===== config.mk =====
export PLATFORM = sky130hd
export DESIGN_NAME = c_subset_lexer_unit
export DESIGN_NICKNAME = d
export VERILOG_FILES = /design/src/cslex_pkg.sv /design/src/cslex_scan.sv /design/src/cslex_rsp_buf.sv /design/src/c_subset_lexer_unit.sv
export SDC_FILE = /design/constraint.sdc
export NUM_CORES = 1
export LEC_CHECK = 0
export BUFFER_PORTS_ARGS = -buffer_cell sky130_fd_sc_hd__buf_2
export CAP_MARGIN = 10
export CORE_ASPECT_RATIO = 1.1
export CORE_UTILIZATION = 45
export DETAILED_ROUTE_END_ITERATION = 10
export PLACE_DENSITY_LB_ADDON = 0.3
export SYNTH_ARGS = -nofsm -noshare
export SYNTH_HDL_FRONTEND = slang
export SYNTH_SLANG_ARGS = --single-unit
export TNS_END_PERCENT = 1

===== constraint.sdc =====
create_clock -name clock -period 10.8 [get_ports clock]
set_clock_uncertainty 0.2 [all_clocks]
set_input_delay 2.16 -clock clock [delete_from_list [all_inputs] [get_ports clock]]
set_output_delay 2.16 -clock clock [all_outputs]
set_load 0.005 [all_outputs]

===== src/cslex_pkg.sv =====
// cslex_pkg: shared types, token and error codes, keyword table and helpers
// for the c subset lexer. Used by cslex_scan, cslex_rsp_buf and
// c_subset_lexer_unit. No dependencies.
package cslex_pkg;

   localparam int OFF_BITS = 20;
   localparam logic [OFF_BITS-1:0] OFF_MAX = {OFF_BITS{1'b1}};

   // token kinds
   localparam logic [4:0] KIND_IDENT   = 5'd0;
   localparam logic [4:0] KIND_INT     = 5'd1;
   localparam logic [4:0] KIND_KW      = 5'd2;
   localparam logic [4:0] KIND_OPENPA  = 5'd11;
   localparam logic [4:0] KIND_CLOSEPA = 5'd12;
   localparam logic [4:0] KIND_OPENBR  = 5'd13;
   localparam logic [4:0] KIND_CLOSEBR = 5'd14;
   localparam logic [4:0] KIND_COMMA   = 5'd15;
   localparam logic [4:0] KIND_SEMI    = 5'd16;
   localparam logic [4:0] KIND_ASSIGN  = 5'd17;
   localparam logic [4:0] KIND_EQEQ    = 5'd18;
   localparam logic [4:0] KIND_NEQ     = 5'd19;
   localparam logic [4:0] KIND_LT      = 5'd20;
   localparam logic [4:0] KIND_LE      = 5'd21;
   localparam logic [4:0] KIND_GT      = 5'd22;
   localparam logic [4:0] KIND_GE      = 5'd23;
   localparam logic [4:0] KIND_PLUS    = 5'd24;
   localparam logic [4:0] KIND_MINUS   = 5'd25;
   localparam logic [4:0] KIND_STAR    = 5'd26;
   localparam logic [4:0] KIND_SLASH   = 5'd27;
   localparam logic [4:0] KIND_PERCENT = 5'd28;
   localparam logic [4:0] KIND_EOF     = 5'd29;

   // error codes
   localparam logic [1:0] ERR_NONE    = 2'd0;
   localparam logic [1:0] ERR_ILLEGAL = 2'd1;
   localparam logic [1:0] ERR_OCTAL   = 2'd2;
   localparam logic [1:0] ERR_LETTER  = 2'd3;

   localparam int KW_COUNT = 9;
   localparam int KW_CHARS = 6;

   // keywords left-aligned, zero padded to six characters
   localparam logic [8*KW_CHARS-1:0] KW_WORD [KW_COUNT] = '{
      {"void", 16'h0}, {"int", 24'h0}, {"if", 32'h0}, {"else", 16'h0},
      {"while", 8'h0}, {"for", 24'h0}, {"do", 32'h0}, "return",
      {"print", 8'h0}
   };
   localparam logic [2:0] KW_LEN [KW_COUNT] = '{
      3'd4, 3'd3, 3'd2, 3'd4, 3'd5, 3'd3, 3'd2, 3'd6, 3'd5
   };

   typedef enum logic [3:0] {
      MODE_IDLE, MODE_IDENT, MODE_ZERO, MODE_DEC, MODE_OCT, MODE_HEX,
      MODE_EQ, MODE_BANG, MODE_LT, MODE_GT, MODE_SLASH, MODE_COMMENT
   } mode_type;

   typedef struct packed {
      logic [4:0]          kind;
      logic [OFF_BITS-1:0] start;
      logic [OFF_BITS-1:0] len;
      logic [OFF_BITS-1:0] line;
      logic [1:0]          err;
      logic                last;
   } result_type;

   // up to three tokens produced by one request
   typedef struct packed {
      result_type [2:0] res;
      logic [1:0]       cnt;
   } batch_type;

   function automatic logic is_letter(input logic [7:0] c);
      return (c >= "A" && c <= "Z") || (c >= "a" && c <= "z") || c == "_";
   endfunction

   function automatic logic is_digit(input logic [7:0] c);
      return c >= "0" && c <= "9";
   endfunction

   function automatic logic is_hex(input logic [7:0] c);
      return is_digit(c) || (c >= "A" && c <= "F") || (c >= "a" && c <= "f");
   endfunction

   function automatic logic [OFF_BITS-1:0] sat_inc(input logic [OFF_BITS-1:0] x);
      return (x == OFF_MAX) ? x : x + 1'b1;
   endfunction

   function automatic result_type mk_res(input logic [4:0] kind,
                                         input logic [OFF_BITS-1:0] start,
                                         input logic [OFF_BITS-1:0] len,
                                         input logic [OFF_BITS-1:0] line,
                                         input logic [1:0] err,
                                         input logic last);
      result_type r;
      r.kind  = kind;
      r.start = start;
      r.len   = len;
      r.line  = line;
      r.err   = err;
      r.last  = last;
      return r;
   endfunction

   // parallel match of the held identifier prefix against all keywords
   function automatic logic [4:0] kw_kind(input logic [KW_CHARS-1:0][7:0] kbuf,
                                          input logic [2:0] klen);
      logic [8*KW_CHARS-1:0] word;
      logic [4:0]            kind;
      kind = KIND_IDENT;
      word = '0;
      for (int i = 0; i < KW_CHARS; i++) begin
         word[8*KW_CHARS-1-8*i -: 8] = (3'(i) < klen) ? kbuf[i] : 8'h00;
      end
      for (int k = 0; k < KW_COUNT; k++) begin
         if (klen == KW_LEN[k] && word == KW_WORD[k]) begin
            kind = KIND_KW + 5'(k);
         end
      end
      return kind;
   endfunction

endpackage


===== src/cslex_scan.sv =====
// cslex_scan: scanner state and the combinational step that turns one byte
// into up to three tokens. Depends on cslex_pkg.
module cslex_scan (
   input  logic                 clock,
   input  logic                 reset,
   input  logic                 step_en,
   input  logic [7:0]           ch,
   input  logic                 fin,
   output cslex_pkg::batch_type batch
);

   localparam logic [cslex_pkg::OFF_BITS-1:0] LEN_ONE = cslex_pkg::OFF_BITS'(1);
   localparam logic [cslex_pkg::OFF_BITS-1:0] LEN_TWO = cslex_pkg::OFF_BITS'(2);

   cslex_pkg::mode_type              mode_ff, mode_in;
   logic [cslex_pkg::OFF_BITS-1:0]   tok_ff, tok_in;
   logic [cslex_pkg::OFF_BITS-1:0]   off_ff, off_in;
   logic [cslex_pkg::OFF_BITS-1:0]   line_ff, line_in;
   logic [cslex_pkg::KW_CHARS-1:0][7:0] kwbuf_ff, kwbuf_in;
   logic [2:0]                       idlen_ff, idlen_in;
   logic                             errh_ff, errh_in;

   cslex_pkg::result_type            cand [4];
   logic [3:0]                       cand_vld;
   logic                             again;
   logic [4:0]                       k1;
   logic [cslex_pkg::OFF_BITS-1:0]   span, span1, flen;
   logic [1:0]                       n;

   always_comb begin
      mode_in  = mode_ff;
      tok_in   = tok_ff;
      off_in   = off_ff;
      line_in  = line_ff;
      kwbuf_in = kwbuf_ff;
      idlen_in = idlen_ff;
      errh_in  = errh_ff;
      cand_vld = '0;
      for (int i = 0; i < 4; i++) begin
         cand[i] = '0;
      end
      again = 1'b0;
      k1    = cslex_pkg::KIND_ASSIGN;
      span  = off_ff - tok_ff;
      span1 = cslex_pkg::sat_inc(span);
      flen  = '0;

      if (!errh_ff) begin
         again = (mode_ff == cslex_pkg::MODE_IDLE);

         // byte that continues or closes a pending token
         if (!again) begin
            unique case (mode_ff)
               cslex_pkg::MODE_IDENT: begin
                  if (cslex_pkg::is_letter(ch) || cslex_pkg::is_digit(ch)) begin
                     if (idlen_ff < 3'd6) kwbuf_in[idlen_ff] = ch;
                     if (idlen_ff != 3'd7) idlen_in = idlen_ff + 3'd1;
                  end else begin
                     cand_vld[0] = 1'b1;
                     cand[0] = cslex_pkg::mk_res(cslex_pkg::kw_kind(kwbuf_ff, idlen_ff),
                                                 tok_ff, span, line_ff,
                                                 cslex_pkg::ERR_NONE, 1'b0);
                     again = 1'b1;
                  end
               end
               cslex_pkg::MODE_ZERO, cslex_pkg::MODE_DEC,
               cslex_pkg::MODE_OCT, cslex_pkg::MODE_HEX: begin
                  priority if (mode_ff == cslex_pkg::MODE_ZERO && ch == "x") begin
                     mode_in = cslex_pkg::MODE_HEX;
                  end else if ((mode_ff == cslex_pkg::MODE_ZERO ||
                                mode_ff == cslex_pkg::MODE_OCT) &&
                               (ch == "8" || ch == "9")) begin
                     errh_in = 1'b1;
                     mode_in = cslex_pkg::MODE_IDLE;
                     cand_vld[0] = 1'b1;
                     cand[0] = cslex_pkg::mk_res(cslex_pkg::KIND_IDENT, tok_ff, span1,
                                                 line_ff, cslex_pkg::ERR_OCTAL, 1'b1);
                  end else if (mode_ff == cslex_pkg::MODE_HEX ? cslex_pkg::is_hex(ch)
                                                              : cslex_pkg::is_digit(ch))
                  begin
                     if (mode_ff == cslex_pkg::MODE_ZERO) mode_in = cslex_pkg::MODE_OCT;
                  end else if (cslex_pkg::is_letter(ch)) begin
                     errh_in = 1'b1;
                     mode_in = cslex_pkg::MODE_IDLE;
                     cand_vld[0] = 1'b1;
                     cand[0] = cslex_pkg::mk_res(cslex_pkg::KIND_IDENT, tok_ff, span1,
                                                 line_ff, cslex_pkg::ERR_LETTER, 1'b1);
                  end else begin
                     cand_vld[0] = 1'b1;
                     cand[0] = cslex_pkg::mk_res(cslex_pkg::KIND_INT, tok_ff, span,
                                                 line_ff, cslex_pkg::ERR_NONE, 1'b0);
                     again = 1'b1;
                  end
               end
               cslex_pkg::MODE_EQ, cslex_pkg::MODE_LT, cslex_pkg::MODE_GT: begin
                  unique case (mode_ff)
                     cslex_pkg::MODE_LT: k1 = cslex_pkg::KIND_LT;
                     cslex_pkg::MODE_GT: k1 = cslex_pkg::KIND_GT;
                     default:            k1 = cslex_pkg::KIND_ASSIGN;
                  endcase
                  cand_vld[0] = 1'b1;
                  if (ch == "=") begin
                     mode_in = cslex_pkg::MODE_IDLE;
                     cand[0] = cslex_pkg::mk_res(k1 + 5'd1, tok_ff, LEN_TWO, line_ff,
                                                 cslex_pkg::ERR_NONE, 1'b0);
                  end else begin
                     cand[0] = cslex_pkg::mk_res(k1, tok_ff, LEN_ONE, line_ff,
                                                 cslex_pkg::ERR_NONE, 1'b0);
                     again = 1'b1;
                  end
               end
               cslex_pkg::MODE_BANG: begin
                  cand_vld[0] = 1'b1;
                  mode_in = cslex_pkg::MODE_IDLE;
                  if (ch == "=") begin
                     cand[0] = cslex_pkg::mk_res(cslex_pkg::KIND_NEQ, tok_ff, LEN_TWO,
                                                 line_ff, cslex_pkg::ERR_NONE, 1'b0);
                  end else begin
                     errh_in = 1'b1;
                     cand[0] = cslex_pkg::mk_res(cslex_pkg::KIND_IDENT, tok_ff, LEN_ONE,
                                                 line_ff, cslex_pkg::ERR_ILLEGAL, 1'b1);
                  end
               end
               cslex_pkg::MODE_SLASH: begin
                  if (ch == "/") begin
                     mode_in = cslex_pkg::MODE_COMMENT;
                  end else begin
                     cand_vld[0] = 1'b1;
                     cand[0] = cslex_pkg::mk_res(cslex_pkg::KIND_SLASH, tok_ff, LEN_ONE,
                                                 line_ff, cslex_pkg::ERR_NONE, 1'b0);
                     again = 1'b1;
                  end
               end
               cslex_pkg::MODE_COMMENT: begin
                  // newline ends the comment and is then scanned as a line break
                  if (ch == 8'h0A) again = 1'b1;
               end
               default: again = 1'b1;
            endcase
            if (again) mode_in = cslex_pkg::MODE_IDLE;
         end

         // byte scanned from idle
         if (again && !errh_in) begin
            priority if (cslex_pkg::is_letter(ch)) begin
               mode_in     = cslex_pkg::MODE_IDENT;
               tok_in      = off_ff;
               kwbuf_in[0] = ch;
               idlen_in    = 3'd1;
            end else if (cslex_pkg::is_digit(ch)) begin
               mode_in = (ch == "0") ? cslex_pkg::MODE_ZERO : cslex_pkg::MODE_DEC;
               tok_in  = off_ff;
            end else begin
               cand[1] = cslex_pkg::mk_res(cslex_pkg::KIND_IDENT, off_ff, LEN_ONE,
                                           line_ff, cslex_pkg::ERR_NONE, 1'b0);
               unique case (ch)
                  8'h0A: line_in = cslex_pkg::sat_inc(line_ff);
                  " ", 8'h09, 8'h0D: ;
                  "(": begin cand_vld[1] = 1'b1; cand[1].kind = cslex_pkg::KIND_OPENPA;  end
                  ")": begin cand_vld[1] = 1'b1; cand[1].kind = cslex_pkg::KIND_CLOSEPA; end
                  "{": begin cand_vld[1] = 1'b1; cand[1].kind = cslex_pkg::KIND_OPENBR;  end
                  "}": begin cand_vld[1] = 1'b1; cand[1].kind = cslex_pkg::KIND_CLOSEBR; end
                  ",": begin cand_vld[1] = 1'b1; cand[1].kind = cslex_pkg::KIND_COMMA;   end
                  ";": begin cand_vld[1] = 1'b1; cand[1].kind = cslex_pkg::KIND_SEMI;    end
                  "+": begin cand_vld[1] = 1'b1; cand[1].kind = cslex_pkg::KIND_PLUS;    end
                  "-": begin cand_vld[1] = 1'b1; cand[1].kind = cslex_pkg::KIND_MINUS;   end
                  "*": begin cand_vld[1] = 1'b1; cand[1].kind = cslex_pkg::KIND_STAR;    end
                  "%": begin cand_vld[1] = 1'b1; cand[1].kind = cslex_pkg::KIND_PERCENT; end
                  "=": begin mode_in = cslex_pkg::MODE_EQ;    tok_in = off_ff; end
                  "!": begin mode_in = cslex_pkg::MODE_BANG;  tok_in = off_ff; end
                  "<": begin mode_in = cslex_pkg::MODE_LT;    tok_in = off_ff; end
                  ">": begin mode_in = cslex_pkg::MODE_GT;    tok_in = off_ff; end
                  "/": begin mode_in = cslex_pkg::MODE_SLASH; tok_in = off_ff; end
                  default: begin
                     errh_in      = 1'b1;
                     cand_vld[1]  = 1'b1;
                     cand[1].err  = cslex_pkg::ERR_ILLEGAL;
                     cand[1].last = 1'b1;
                  end
               endcase
            end
         end

         // last byte: flush the pending token, then end-of-file
         if (fin && !errh_in) begin
            flen = cslex_pkg::sat_inc(off_ff) - tok_in;
            cand[2] = cslex_pkg::mk_res(cslex_pkg::KIND_INT, tok_in, LEN_ONE, line_in,
                                        cslex_pkg::ERR_NONE, 1'b0);
            unique case (mode_in)
               cslex_pkg::MODE_IDENT: begin
                  cand_vld[2] = 1'b1;
                  cand[2].kind = cslex_pkg::kw_kind(kwbuf_in, idlen_in);
                  cand[2].len  = flen;
               end
               cslex_pkg::MODE_ZERO, cslex_pkg::MODE_DEC,
               cslex_pkg::MODE_OCT, cslex_pkg::MODE_HEX: begin
                  cand_vld[2] = 1'b1;
                  cand[2].len = flen;
               end
               cslex_pkg::MODE_EQ: begin
                  cand_vld[2] = 1'b1; cand[2].kind = cslex_pkg::KIND_ASSIGN;
               end
               cslex_pkg::MODE_LT: begin
                  cand_vld[2] = 1'b1; cand[2].kind = cslex_pkg::KIND_LT;
               end
               cslex_pkg::MODE_GT: begin
                  cand_vld[2] = 1'b1; cand[2].kind = cslex_pkg::KIND_GT;
               end
               cslex_pkg::MODE_SLASH: begin
                  cand_vld[2] = 1'b1; cand[2].kind = cslex_pkg::KIND_SLASH;
               end
               cslex_pkg::MODE_BANG: begin
                  errh_in      = 1'b1;
                  cand_vld[2]  = 1'b1;
                  cand[2].kind = cslex_pkg::KIND_IDENT;
                  cand[2].err  = cslex_pkg::ERR_ILLEGAL;
                  cand[2].last = 1'b1;
               end
               default: ;
            endcase
            if (!errh_in) begin
               cand_vld[3] = 1'b1;
               cand[3] = cslex_pkg::mk_res(cslex_pkg::KIND_EOF,
                                           cslex_pkg::sat_inc(off_ff), '0, line_in,
                                           cslex_pkg::ERR_NONE, 1'b1);
            end
         end
      end

      // last byte restarts the scanner for the next text
      if (fin) begin
         mode_in  = cslex_pkg::MODE_IDLE;
         tok_in   = '0;
         off_in   = '0;
         line_in  = cslex_pkg::OFF_BITS'(1);
         idlen_in = '0;
         errh_in  = 1'b0;
      end else begin
         off_in = cslex_pkg::sat_inc(off_ff);
      end
   end

   // pack the produced tokens in order
   always_comb begin
      batch = '0;
      n     = '0;
      for (int i = 0; i < 4; i++) begin
         if (cand_vld[i] && n != 2'd3) begin
            batch.res[n] = cand[i];
            n = n + 2'd1;
         end
      end
      batch.cnt = n;
   end

   always_ff @(posedge clock) begin
      if (reset) begin
         mode_ff  <= cslex_pkg::MODE_IDLE;
         tok_ff   <= '0;
         off_ff   <= '0;
         line_ff  <= cslex_pkg::OFF_BITS'(1);
         idlen_ff <= '0;
         errh_ff  <= 1'b0;
      end else if (step_en) begin
         mode_ff  <= mode_in;
         tok_ff   <= tok_in;
         off_ff   <= off_in;
         line_ff  <= line_in;
         idlen_ff <= idlen_in;
         errh_ff  <= errh_in;
      end
   end

   always_ff @(posedge clock) begin
      if (step_en) kwbuf_ff <= kwbuf_in;
   end

endmodule


===== src/cslex_rsp_buf.sv =====
// cslex_rsp_buf: three-entry result register that holds the tokens of one
// request and hands one out per cycle unless rsp stalls. Uses cslex_pkg.
module cslex_rsp_buf (
   input  logic                  clock,
   input  logic                  reset,
   input  logic                  load,
   input  cslex_pkg::batch_type  batch,
   output logic                  can_load,
   output logic                  rsp_tvalid,
   input  logic                  rsp_tready,
   output cslex_pkg::result_type rsp_res
);

   cslex_pkg::result_type ent_ff [3];
   logic [1:0]            cnt_ff;
   logic                  pop;

   assign pop        = (cnt_ff != 2'd0) && rsp_tready;
   // free now, or the last held token leaves this cycle
   assign can_load   = (cnt_ff == 2'd0) || (cnt_ff == 2'd1 && rsp_tready);
   assign rsp_tvalid = (cnt_ff != 2'd0);
   assign rsp_res    = ent_ff[0];

   always_ff @(posedge clock) begin
      if (reset) begin
         cnt_ff <= '0;
      end else if (load) begin
         cnt_ff <= batch.cnt;
      end else if (pop) begin
         cnt_ff <= cnt_ff - 2'd1;
      end
   end

   always_ff @(posedge clock) begin
      if (load) begin
         ent_ff[0] <= batch.res[0];
         ent_ff[1] <= batch.res[1];
         ent_ff[2] <= batch.res[2];
      end else if (pop) begin
         ent_ff[0] <= ent_ff[1];
         ent_ff[1] <= ent_ff[2];
      end
   end

endmodule


===== src/c_subset_lexer_unit.sv =====
// c_subset_lexer_unit: streaming tokenizer for a small c-like language.
// Uses cslex_pkg, cslex_scan and cslex_rsp_buf.
//
// The req channel takes one source byte per request; req_tlast marks the
// last byte of a text. The rsp channel returns tokens (kind, start offset,
// length, line, error code); rsp_tlast is set on end-of-file and on an error
// token. One byte gives zero to three tokens.
// A request is registered in the input register, scanned once the result
// register can take its batch, and its tokens land in that three-entry
// result register, from which the first token of a byte shows on rsp.
// A new byte is taken every cycle as long as each byte yields at most one
// token and rsp_tready stays high; a byte with more tokens holds the
// scanner while they drain one per cycle.
// A rsp stall holds the result register and, once it cannot take the next
// batch, the input register and req_tready.
// Reset clears the scanner to the start of a text (offset 0, line 1) and
// empties both registers. After an error token, bytes yield nothing until
// the last byte, which restarts the scanner.
module c_subset_lexer_unit (
   input  logic        clock,
   input  logic        reset,
   input  logic        req_tvalid,
   output logic        req_tready,
   input  logic [7:0]  req_tdata,   // [7:0] text_byte
   input  logic        req_tlast,   // final_byte
   output logic        rsp_tvalid,
   input  logic        rsp_tready,
   output logic [71:0] rsp_tdata,   // [4:0] token_kind, [24:5] start_offset,
                                    // [44:25] token_length, [64:45] line_number,
                                    // [66:65] error_code, rest zero
   output logic        rsp_tlast    // last_result
);

   logic                  in_vld_ff;
   logic [7:0]            in_byte_ff;
   logic                  in_fin_ff;
   logic                  can_load;
   logic                  step_en;
   cslex_pkg::batch_type  batch;
   cslex_pkg::result_type rsp_res;

   assign step_en    = in_vld_ff && can_load;
   assign req_tready = !in_vld_ff || step_en;

   always_ff @(posedge clock) begin
      if (reset) begin
         in_vld_ff <= 1'b0;
      end else if (req_tvalid && req_tready) begin
         in_vld_ff <= 1'b1;
      end else if (step_en) begin
         in_vld_ff <= 1'b0;
      end
   end

   always_ff @(posedge clock) begin
      if (req_tvalid && req_tready) begin
         in_byte_ff <= req_tdata;
         in_fin_ff  <= req_tlast;
      end
   end

   cslex_scan u_scan (
      .clock   (clock),
      .reset   (reset),
      .step_en (step_en),
      .ch      (in_byte_ff),
      .fin     (in_fin_ff),
      .batch   (batch)
   );

   cslex_rsp_buf u_rsp_buf (
      .clock      (clock),
      .reset      (reset),
      .load       (step_en),
      .batch      (batch),
      .can_load   (can_load),
      .rsp_tvalid (rsp_tvalid),
      .rsp_tready (rsp_tready),
      .rsp_res    (rsp_res)
   );

   assign rsp_tdata = {5'b0, rsp_res.err, rsp_res.line, rsp_res.len,
                       rsp_res.start, rsp_res.kind};
   assign rsp_tlast = rsp_res.last;

endmodule

==> results.txt <==
----------------------------------------------------
[Outcome]
  Result of the run ... finished, final reports clean

[Cells and area]
  Area of the multi-input gates ... 12,300 um^2
  Layout Nets ... 2,688
  Diodes inserted ... 0
  Post-layout instance area ... 24,600 um^2
  Share of post-route cells with drive strength above 1 ... 0.102
  Flip-flop and latch area ... 9200 um^2
  Final standard cell utilization of the core ... 0.489
  Synthesis-to-finish area growth ... 6.97%
  Number of fill cells in the layout ... 4,796
  Non-filler instance count after layout ... 3,309

[Critical path]
  Cell count of the worst reg-to-reg path ... 22
  Crit-path max cell delay ... 750 ps
  Buffers and inverters on the worst path ... 4
  Reg2reg start ... in_byte_ff[0]
  Most repeated library cell on the critical path ... buf_4
  Crit path max-delay family ... simple AND/OR/NAND/NOR gates
  Reg2Reg Capture Point ... u_rsp_buf.ent_ff[0][109]
  Arrival time of the worst setup path ... 8340 ps
  Cells traversed along the worst timing path ... or4_4, o21ai_2, or2_1, nand2_2, nor2_1, nor2_1, a2111oi_4, buf_4, ha_1, a21oi_1, o211a_4, o211ai_2, xnor2_1, inv_1, ha_1, nor3_2, buf_4, and2_1, buf_4, nor2_2, nand2_1, o21ai_0
  Worst-path fanout max ... 34
  WP data required ... 10,890 ps
  Type of the setup path with the least slack ... reg2reg
  Critical path startpoint category ... flop
  Critical Path Stages ... 22
  Critical Path Sink ... u_rsp_buf.ent_ff[0][109]
  Cell with the biggest individual delay on the critical path ... edfxtp_1
  Setup crit end kind ... flop
  Worst setup path start ... in_byte_ff[0]
  Register-to-register setup slack ... 2550 ps

[Global route]
  Number of global-route vias before repair ... 19,700
  Global-route wire length before repair ... 121,000 um
  Total global routing overflow ... 0
  Largest net degree at the start of global routing ... 99
  Initial antenna violation count ... 1
  Aggregate global-route resource usage ... 0.306

[Timing]
  Setup repair after global routing missed its margin ... false
  Setup ws final ... 2550 ps
  Final setup violation count ... 0
  Relative slew slack ... 0.178
  Highest achievable clock rate ... 121 MHz
  Hold Vio Cnt, Final ... 0
  Final clock period utilization by the worst path ... 0.764
  Final worst hold slack ... 319 ps
  Setup TNS ... 0 ps
  Max-slew violation total from the final report ... 0
  Worst Tran Pin Value ... 1230 ps
  Shortest clock period the worst path allows after layout ... 8250 ps

[Floorplanning]
  DIE HEIGHT ... 239 um
  Row cnt ... 86
  Initial standard-cell utilization of the core ... 0.457
  Area of the core ... 50,300 um^2
  I/O pin count ... 88
  Die Area ... 51,900 um^2
  Die X ... 217 um

[Synth]
  Cell taking the most area after synthesis ... edfxtp_1
  Post-synth EDFFs ... 259
  Commonest cells in the netlist ... nor2_1, nand2_1, edfxtp_1, o21ai_0, a21oi_1
  Top-count cell post-synth ... nor2_1
  Area share of the leading cell type in the synthesized netlist ... 0.339
  Asr flop ratio synth ... 0
  Dominant synthesized flop cell ... edfxtp_1
  Area of the mapped netlist ... 23,000 um^2
  Synthesis warning total ... 0
  Count of state elements after synthesis ... 330
  Synthesized instance count ... 2,711
  Sequential share of the synthesized area ... 0.401
  Mean cell area of the mapped netlist ... 8.47 um^2
  Synth top area cells ... edfxtp_1, dfxtp_1, nor2_1
  Count of different cell masters after synthesis ... 109

[Power and ir drop]
  Standby leakage power ... 8.38 nW
  Total power per unit cell area ... 185 nW/um^2
  Max rail drop VDD ... 0.215 mV
  Total power consumption of the routed design ... 4.55 mW

[CTS]
  CTS root buffer ... clkbuf_16
  Clock tree from TritonCTS ... built
  Post-CTS Hold Fix Bufs ... 0
  Resize count post-CTS ... 0
  Clock input transition at the sequential cells of the worst setup and hold paths ... 70 ps
  Clock latency on the worst-skew pair ... 580 ps
  TritonCTS Sinks ... 330
  Post CTS Setup Buffer Count ... 0
  TritonCTS Buffers ... 38
  Total number of H-tree levels ... 2
  Number of buffers on the longest clock path ... 3

[Min path]
  Path type of the worst min-delay path ... reg2reg

[Placement]
  Cell Area, Placed ... 23,300 um^2
  Final HPWL from detailed placement ... 57,700 um
  Last weighted congestion value of the routability-driven placer ... 0.955
  Number of cells in the design after placement ... 3,239
  Number of input and output port buffers inserted ... 82
  Pre-CTS setup slack ... 2790 ps

[Routing]
  Post-detailed-routing wire length ... 81,300 um
  Count of unresolved DRC violations after routing ... 0
  Violation count after the first detailed-routing iteration ... 2,381
  Via count ... 21,200
  Remaining antenna violation count after routing ... 0
  Number of vias per cell ... 6.42
  Avg WL per Cell ... 24.6 um
  Number of search-and-repair iterations in the first detailed-routing pass ... 7

[Run]
  Max_cap viols ... 0

----------------------------------------------------
cells in the final DEF (no fill, tap or decap), drive strengths merged, types with 63 or more instances in the layout:
master,n
o21ai,198
edfxtp,259
a21oi,162
buf,122
nand3,129
inv,75
dfxtp,71
nor2,349
nand2,337
nor3,63
kinds of logic after synthesis:
group | synth area share
flops | 0.401
buf+inv | 0.0697
compound gates | 0.203
mux | 0.0302
fa+ha+maj | 0.0312
xor+xnor | 0.0252
simple gates | 0.240
other cells | 0.000163
report_power, final:
part           internal [mW]  switching (mW)  leakage, nW
Sequential              1.82           0.133         2.97
Clock                  0.781           0.560        0.620
Combinational          0.338           0.920         4.79
worst register-to-register path: stages (launching register included):
cell	delay [ps]
edfxtp_1	750
or4_4	680
o21ai_2	160
or2_1	550
nand2_2	240
nor2_1	420
nor2_1	160
a2111oi_4	320
buf_4	320
ha_1	300
a21oi_1	160
o211a_4	190
o211ai_2	180
xnor2_1	450
inv_1	130
ha_1	240
nor3_2	630
buf_4	370
and2_1	150
buf_4	390
nor2_2	230
nand2_1	540
o21ai_0	210
area by class of cell:
type,instances,area share
sequential,330,0.375
inverter,74,0.0116
multi-input combinational,2053,0.499
clock inverter,17,0.00744
timing repair buffer,122,0.0292
tap,660,0.0336
clock buffer,53,0.0443
registers in the layout, indices dropped and copies added, names as in the netlist, 2 cells and up:
register          cells
u_scan.tok_ff        20
u_scan.off_ff        20
u_rsp_buf.ent_ff    202
u_scan.mode_ff        4
u_scan.idlen_ff       3
u_rsp_buf.cnt_ff      2
in_byte_ff            8
u_scan.kwbuf_ff      48
u_scan.line_ff       20
per-layer routing:
layer	track usage	wire length, um
met1	0.398	32600
met2	0.500	38300
met3	0.0393	5940
met4	0.152	4320
met5	0	13
how the worst min path moves through the flow:
stage | startpoint | end | slack (ps) | depth (start not counted)
6_report | u_scan.tok_ff[13] | u_scan.tok_ff[13] | 320 | 2
5_1_grt | u_scan.tok_ff[14] | u_scan.tok_ff[14] | 340 | 2
4_1_cts | u_scan.tok_ff[13] | u_scan.tok_ff[13] | 310 | 2
3_5_place_dp | u_scan.tok_ff[13] | u_scan.tok_ff[13] | 300 | 2
3_3_place_gp | u_rsp_buf.cnt_ff[1] | u_rsp_buf.cnt_ff[1] | 280 | 2
2_1_floorplan | u_rsp_buf.cnt_ff[1] | u_rsp_buf.cnt_ff[1] | 270 | 2
(Power assumes the default switching activity.)
